<file path="src/rtl/rational_arithmetic_unit_core_defines.svh">
// Shared assertion macros
`ifndef RATIONAL_ARITHMETIC_UNIT_CORE_DEFINES_SVH
`define RATIONAL_ARITHMETIC_UNIT_CORE_DEFINES_SVH

// property holds in the cycle after the trigger
`define RAU_ASSERT_NEXT(label, clk, rst_n, trig, prop, msg) \
  label: assert property (@(posedge clk) disable iff (!rst_n) (trig) |=> (prop)) \
    else $error(msg);

// property holds in the same cycle as the trigger
`define RAU_ASSERT_NOW(label, clk, rst_n, trig, prop, msg) \
  label: assert property (@(posedge clk) disable iff (!rst_n) (trig) |-> (prop)) \
    else $error(msg);

`endif

</file>
<file path="src/rtl/rau_pkg.sv">
package rau_pkg;

  typedef enum logic [3:0] {
    MODE_ADD = 4'd0,
    MODE_SUB = 4'd1,
    MODE_MUL = 4'd2,
    MODE_DIV = 4'd3,
    MODE_RED = 4'd4,
    MODE_CMP = 4'd5,
    MODE_MIN = 4'd6,
    MODE_MAX = 4'd7,
    MODE_ABS = 4'd8
  } mode_e;

  typedef enum logic [3:0] {
    ST_IDLE,
    ST_LOAD_A,
    ST_LOAD_B,
    ST_OP_MUL1,
    ST_OP_MUL2,
    ST_OP_MUL3,
    ST_OP_COMB,
    ST_RES_RED,
    ST_FINISH,
    ST_OUT
  } state_e;

  // gcd/divide unit states
  typedef enum logic [2:0] {
    RED_IDLE,
    RED_GCD,
    RED_REM,
    RED_DIVM,
    RED_DIVD,
    RED_DONE
  } red_state_e;

  // datapath commands
  typedef enum logic [3:0] {
    CMD_NONE,
    CMD_CAPTURE,
    CMD_RED_START_A,
    CMD_RED_START_B,
    CMD_RED_START_R,
    CMD_MUL1,
    CMD_MUL2,
    CMD_MUL3,
    CMD_COMB,
    CMD_FINISH
  } cmd_e;

  typedef struct packed {
    cmd_e cmd;
  } ctrl_t;

  typedef struct packed {
    logic red_busy;
    logic red_done;
    logic err;
    logic uses_b;
    logic valid_mode;
    logic res_is_reduced;
  } stat_t;

endpackage

</file>
<file path="src/rtl/rau_ctrl.sv">
`include "rational_arithmetic_unit_core_defines.svh"

module rau_ctrl (
  input  logic           clk_i,
  input  logic           rst_ni,
  input  logic           in_valid_i,
  output logic           in_ready_o,
  output logic           out_valid_o,
  input  logic           out_ready_i,
  output rau_pkg::ctrl_t ctrl_o,
  input  rau_pkg::stat_t stat_i
);

  rau_pkg::state_e st_q, st_d;
  logic            wait_q, wait_d;

  always_ff @(posedge clk_i or negedge rst_ni) begin
    if (!rst_ni) begin
      st_q   <= rau_pkg::ST_IDLE;
      wait_q <= 1'b0;
    end else begin
      st_q   <= st_d;
      wait_q <= wait_d;
    end
  end

  always_comb begin
    st_d        = st_q;
    wait_d      = wait_q;
    ctrl_o.cmd  = rau_pkg::CMD_NONE;
    in_ready_o  = 1'b0;
    out_valid_o = 1'b0;
    unique case (st_q)
      rau_pkg::ST_IDLE: begin
        in_ready_o = 1'b1;
        if (in_valid_i) begin
          ctrl_o.cmd = rau_pkg::CMD_CAPTURE;
          st_d       = rau_pkg::ST_LOAD_A;
          wait_d     = 1'b0;
        end
      end
      rau_pkg::ST_LOAD_A: begin
        if (!stat_i.valid_mode) begin
          st_d = rau_pkg::ST_FINISH;
        end else if (!wait_q) begin
          ctrl_o.cmd = rau_pkg::CMD_RED_START_A;
          wait_d     = 1'b1;
        end else if (stat_i.red_done) begin
          wait_d = 1'b0;
          if (stat_i.err) st_d = rau_pkg::ST_FINISH;
          else if (stat_i.uses_b) st_d = rau_pkg::ST_LOAD_B;
          else st_d = rau_pkg::ST_OP_COMB;
        end
      end
      rau_pkg::ST_LOAD_B: begin
        if (!wait_q) begin
          ctrl_o.cmd = rau_pkg::CMD_RED_START_B;
          wait_d     = 1'b1;
        end else if (stat_i.red_done) begin
          wait_d = 1'b0;
          st_d   = stat_i.err ? rau_pkg::ST_FINISH : rau_pkg::ST_OP_MUL1;
        end
      end
      rau_pkg::ST_OP_MUL1: begin
        ctrl_o.cmd = rau_pkg::CMD_MUL1;
        st_d       = rau_pkg::ST_OP_MUL2;
      end
      rau_pkg::ST_OP_MUL2: begin
        ctrl_o.cmd = rau_pkg::CMD_MUL2;
        st_d       = rau_pkg::ST_OP_MUL3;
      end
      rau_pkg::ST_OP_MUL3: begin
        ctrl_o.cmd = rau_pkg::CMD_MUL3;
        st_d       = rau_pkg::ST_OP_COMB;
      end
      rau_pkg::ST_OP_COMB: begin
        ctrl_o.cmd = rau_pkg::CMD_COMB;
        st_d       = rau_pkg::ST_RES_RED;
      end
      rau_pkg::ST_RES_RED: begin
        if (!wait_q) begin
          ctrl_o.cmd = rau_pkg::CMD_RED_START_R;
          wait_d     = 1'b1;
        end else if (stat_i.red_done) begin
          wait_d = 1'b0;
          st_d   = rau_pkg::ST_FINISH;
        end
      end
      rau_pkg::ST_FINISH: begin
        ctrl_o.cmd = rau_pkg::CMD_FINISH;
        wait_d     = 1'b0;
        st_d       = rau_pkg::ST_OUT;
      end
      rau_pkg::ST_OUT: begin
        out_valid_o = 1'b1;
        if (out_ready_i) st_d = rau_pkg::ST_IDLE;
      end
      default: st_d = rau_pkg::ST_IDLE;
    endcase
  end

  `RAU_ASSERT_NOW(a_ready_only_idle, clk_i, rst_ni, in_ready_o, st_q == rau_pkg::ST_IDLE, "ready outside idle")
  `RAU_ASSERT_NEXT(a_accept_loads, clk_i, rst_ni, in_valid_i && in_ready_o, st_q == rau_pkg::ST_LOAD_A, "accept did not load")
  `RAU_ASSERT_NOW(a_no_overlap, clk_i, rst_ni, out_valid_o, !in_ready_o, "overlap of request and result")

endmodule
</file>
<file path="config.mk">
export PLATFORM = sky130hd
export DESIGN_NAME = rau_ctrl
export DESIGN_NICKNAME = d
export VERILOG_FILES = /design/src/rtl/rau_pkg.sv /design/src/rtl/rau_ctrl.sv
export VERILOG_INCLUDE_DIRS = /design/src /design/src/rtl
export SDC_FILE = /design/constraint.sdc
export NUM_CORES = 1
export LEC_CHECK = 0
export ABC_AREA = 1
export BUFFER_PORTS_ARGS = -buffer_cell sky130_fd_sc_hd__buf_4
export CAP_MARGIN = 15
export CORE_AREA = 2 2 39 41
export DETAILED_ROUTE_END_ITERATION = 8
export DIE_AREA = 0 0 41 43
export HOLD_SLACK_MARGIN = 0.1
export PLACE_DENSITY = 0.72
export REMOVE_ABC_BUFFERS = 1
export SETUP_SLACK_MARGIN = 0.1
export SLEW_MARGIN = 25
export SYNTH_ARGS = -nofsm -noshare
export SYNTH_HDL_FRONTEND = slang
export SYNTH_SLANG_ARGS = --single-unit
</file>
<file path="constraint.sdc">
create_clock -name clk_i -period 2.34 [get_ports clk_i]
set_input_delay 0.117 -clock clk_i [delete_from_list [all_inputs] [get_ports clk_i]]
set_output_delay 0.117 -clock clk_i [all_outputs]
set_load 0.01 [all_outputs]
</file>
==> results.py <==
metrics = {
    "power_and_ir_drop": {
        "sequentialPowerShare_pct": 20.5,
        "p_int_uw": 430,
        "p_sw_share_pct": 51.6,
        "switching_power_uw": 458,
        "vdd.ir_drop.worst_uv": 519,
        "clockPowerShare_pct": 10.8,
        "p_leak_uw": 0.000403,
        "power_density_nw_per_um2": 1230,
        "power_frac_comb_pct": 68.6,
    },
    "floorplan": {
        "num_io_pins": 16,
        "core-area_sq_um": 1380,
        "start_util_pct": 41.1,
        "fp.dieArea_sq_um": 1760,
        "die_w_um": 41,
        "die_y_um": 43,
        "rows": 14,
    },
    "timing": {
        "timing.setup.tns_ns": 0,
        "worst_pin_slew_ns": 0.259,
        "hold_viol": 0,
        "slew_viol_final": 0,
        "rsz0062_at_grt": "no",
        "slew_headroom_pct": 82.7,
        "period_minus_slack_ns": 1.57,
        "max_freq_ghz": 0.637,
        "finalSetupViolCount": 0,
        "setup_slack_ns": 0.771,
        "clock_skew_ns": 0.00172,
        "period_share_pct": 67.1,
    },
    "clock_tree": {
        "tritoncts": "done",
        "htreeDepth": 1,
        "cts_setup_buffers": 0,
        "cts_buffer_depth": 2,
        "cts.sinks": 5,
        "cts_made_buffers": 3,
        "clock_latency_ns": 0.24,
        "clkTransAtPathRegs_ns": 0.04,
        "root_buffer": "clkbuf_4",
    },
    "yosys": {
        "synth_area_leaders": "dfrtp_1 (22%), nand2_1 (18%), nand2_2 (9.9%), nand3_1 (7.0%), nor2_1 (6.6%)",
        "synth_adder_area_share_pct": 0,
        "yosysTopAreaCellShare_pct": 22.0,
        "syn_area_sq_um": 569,
        "synth_top_area_cell": "dfrtp_1",
        "yosysUniqueCellTypes": 19,
        "synth-seq-cells": 5,
        "synth_xor_area_share_pct": 0,
        "yosys.area_share.simple_pct": 59.6,
        "yosysSeqAreaShare_pct": 22.0,
        "yosysWarnings": 0,
        "synth_mux_area_share_pct": 0,
        "synth_compound_area_share_pct": 9.89,
        "syn_inst": 93,
        "synth_top_family_by_area": "simple AND/OR/NAND/NOR gates",
        "syn_avg_cell_area_sq_um": 6.12,
    },
    "route": {
        "wl_per_cell_um": 9.95,
        "vias_per_cell": 4.91,
        "route.detailed.drc": 0,
        "num_vias": 623,
        "drt_iter0_drc": 9,
        "drtAntennaViolNets": 0,
        "wirelength_um": 1260,
        "dr.pass1.iters": 4,
    },
    "cells_and_area": {
        "fin_area_sq_um": 723,
        "instances_no_fill": 127,
        "final_cell_mix": "nand2_1 (28), buf_4 (13), nor2_1 (10)",
        "n_antenna_cell": 0,
        "nets": 122,
        "area_growth_pct": 27.0,
        "fin_util_pct": 52.3,
        "drive_gt1_share_pct": 35.1,
        "final_common_cell": "nand2_1",
    },
    "global_routing": {
        "antenna_found_initial": 0,
        "grt_pass1_vias": 570,
        "grtUsageTotal_pct": 18.3,
        "grt_overflow": 0,
        "grt_max_degree": 8,
        "grt_pass1_wl_um": 2210,
    },
    "setup_path": {
        "critPathArrivalTime_ns": 1.45,
        "slowest_stage": "dfrtp_1",
        "path_class": "reg2out",
        "slowest_delay_ns": 0.45,
        "cp-start-kind": "flip-flop",
        "crit_buf_inv": 1,
        "cp_data_required_time_ns": 2.22,
        "path_delay_family": "flip-flops",
        "worstPathMaxFanout": 6,
        "endpoint_kind": "output pin",
        "cp_cell_sequence": "nor2_2, nand2_2, o2111ai_1, buf_4",
    },
    "placed_design": {
        "place_inst": 122,
        "placed_cell_area_sq_um": 687,
        "hpwl_um": 1070,
        "place.gp.congestion": 0.816,
        "pre_cts_ws_ns": 1.01,
        "numPortBuffers": 13,
    },
    "run": {
        "drv_cap": 0,
    },
    "status": {
        "status": "complete, no violations",
    },
    "worst_hold_path": {
        "hp-class": "in2reg",
    },
}
[tightest hold or removal path, stage by stage]
cell and delay, ns:
buf_4 0.08, inv_1 0.04, nand2_2 0.09, nand2_1 0.06
[registers in the layout, summed over array words and instances (netlist names)]
name,flops
st_q,4
wait_q,1
[synth_stat cells, drive strengths merged]
library cell / count
nand2: 38
nor2: 17
inv: 13
nand3: 9
dfrtp: 5
o21ai: 3
nand4: 2
o211ai: 2
a21oi: 1
a22o: 1
nand3b: 1
o2111ai: 1
[area by class of cell]
| class | instances | area, sq um |
|---|---|---|
| Fill cell | 151 | 661 |
| Multi-Input combinational cell | 75 | 395 |
| Clock buffer | 4 | 26.3 |
| Sequential cell | 5 | 125 |
| Tap cell | 16 | 20.0 |
| Inverter | 13 | 48.8 |
| Timing Repair Buffer | 14 | 108 |
[path summary, 6_finish.rpt]
check | depth (start not counted) | slack, ns | endpoint | from
setup / recovery | 4 | 0.77 | ctrl_o[0] | st_q[3]
hold / removal | 4 | 0.17 | st_q[3] | out_ready_i
hold reg to reg | 2 | 0.59 | st_q[2] | st_q[2]
max in group asynchronous | 2 | 2.02 | st_q[3] | rst_ni
min in group asynchronous | 2 | 0.21 | wait_q | rst_ni
setup reg to reg | 6 | 1.07 | st_q[2] | st_q[3]
[layer usage]
layer / vias to the layer above / wire, um / global-route usage [%] / part of all wire [%]
met5: - / 0 / 0 / 0
met1: 279 / 615 / 24.9 / 49
li1: 334 / - / - / -
met3: 0 / 40 / 3.14 / 3.2
met4: 0 / 0 / 10.0 / 0
met2: 10 / 608 / 26.3 / 48
[per-stage QoR]
step	power, uW	hold WS [ns]
after global placement	787	-0.0800
after floorplan	618	-0.179
after CTS	899	0.168
final	888	0.174
after detailed placement	792	-0.0791
after global routing	987	0.192
[cell families (layout without fill, tap and decap cells)]
family,Yosys count,count (layout)
AND/OR/NAND/NOR,67,67
buffers and inverters,13,31
AO/OA/AOI/OAI,8,8
flip-flops,5,5
[power groups by stage]
| stage | clock network (uW) | registers (uW) | logic (uW) |
|---|---|---|---|
| after CTS | 104 | 181 | 614 |
| after global routing | 108 | 190 | 690 |
| final | 96.3 | 183 | 610 |
| after detailed placement | 0 | 182 | 610 |
| after floorplan | 0 | 170 | 449 |
| after global placement | 0 | 180 | 607 |
[timing repair]
item,in CTS,in global routing
gates resized for setup,0,0
endpoints found under the hold margin,5,0
setup endpoints to repair,0,0
hold buffers,1,0
No activity file was read; power rests on OpenSTA's default activity.
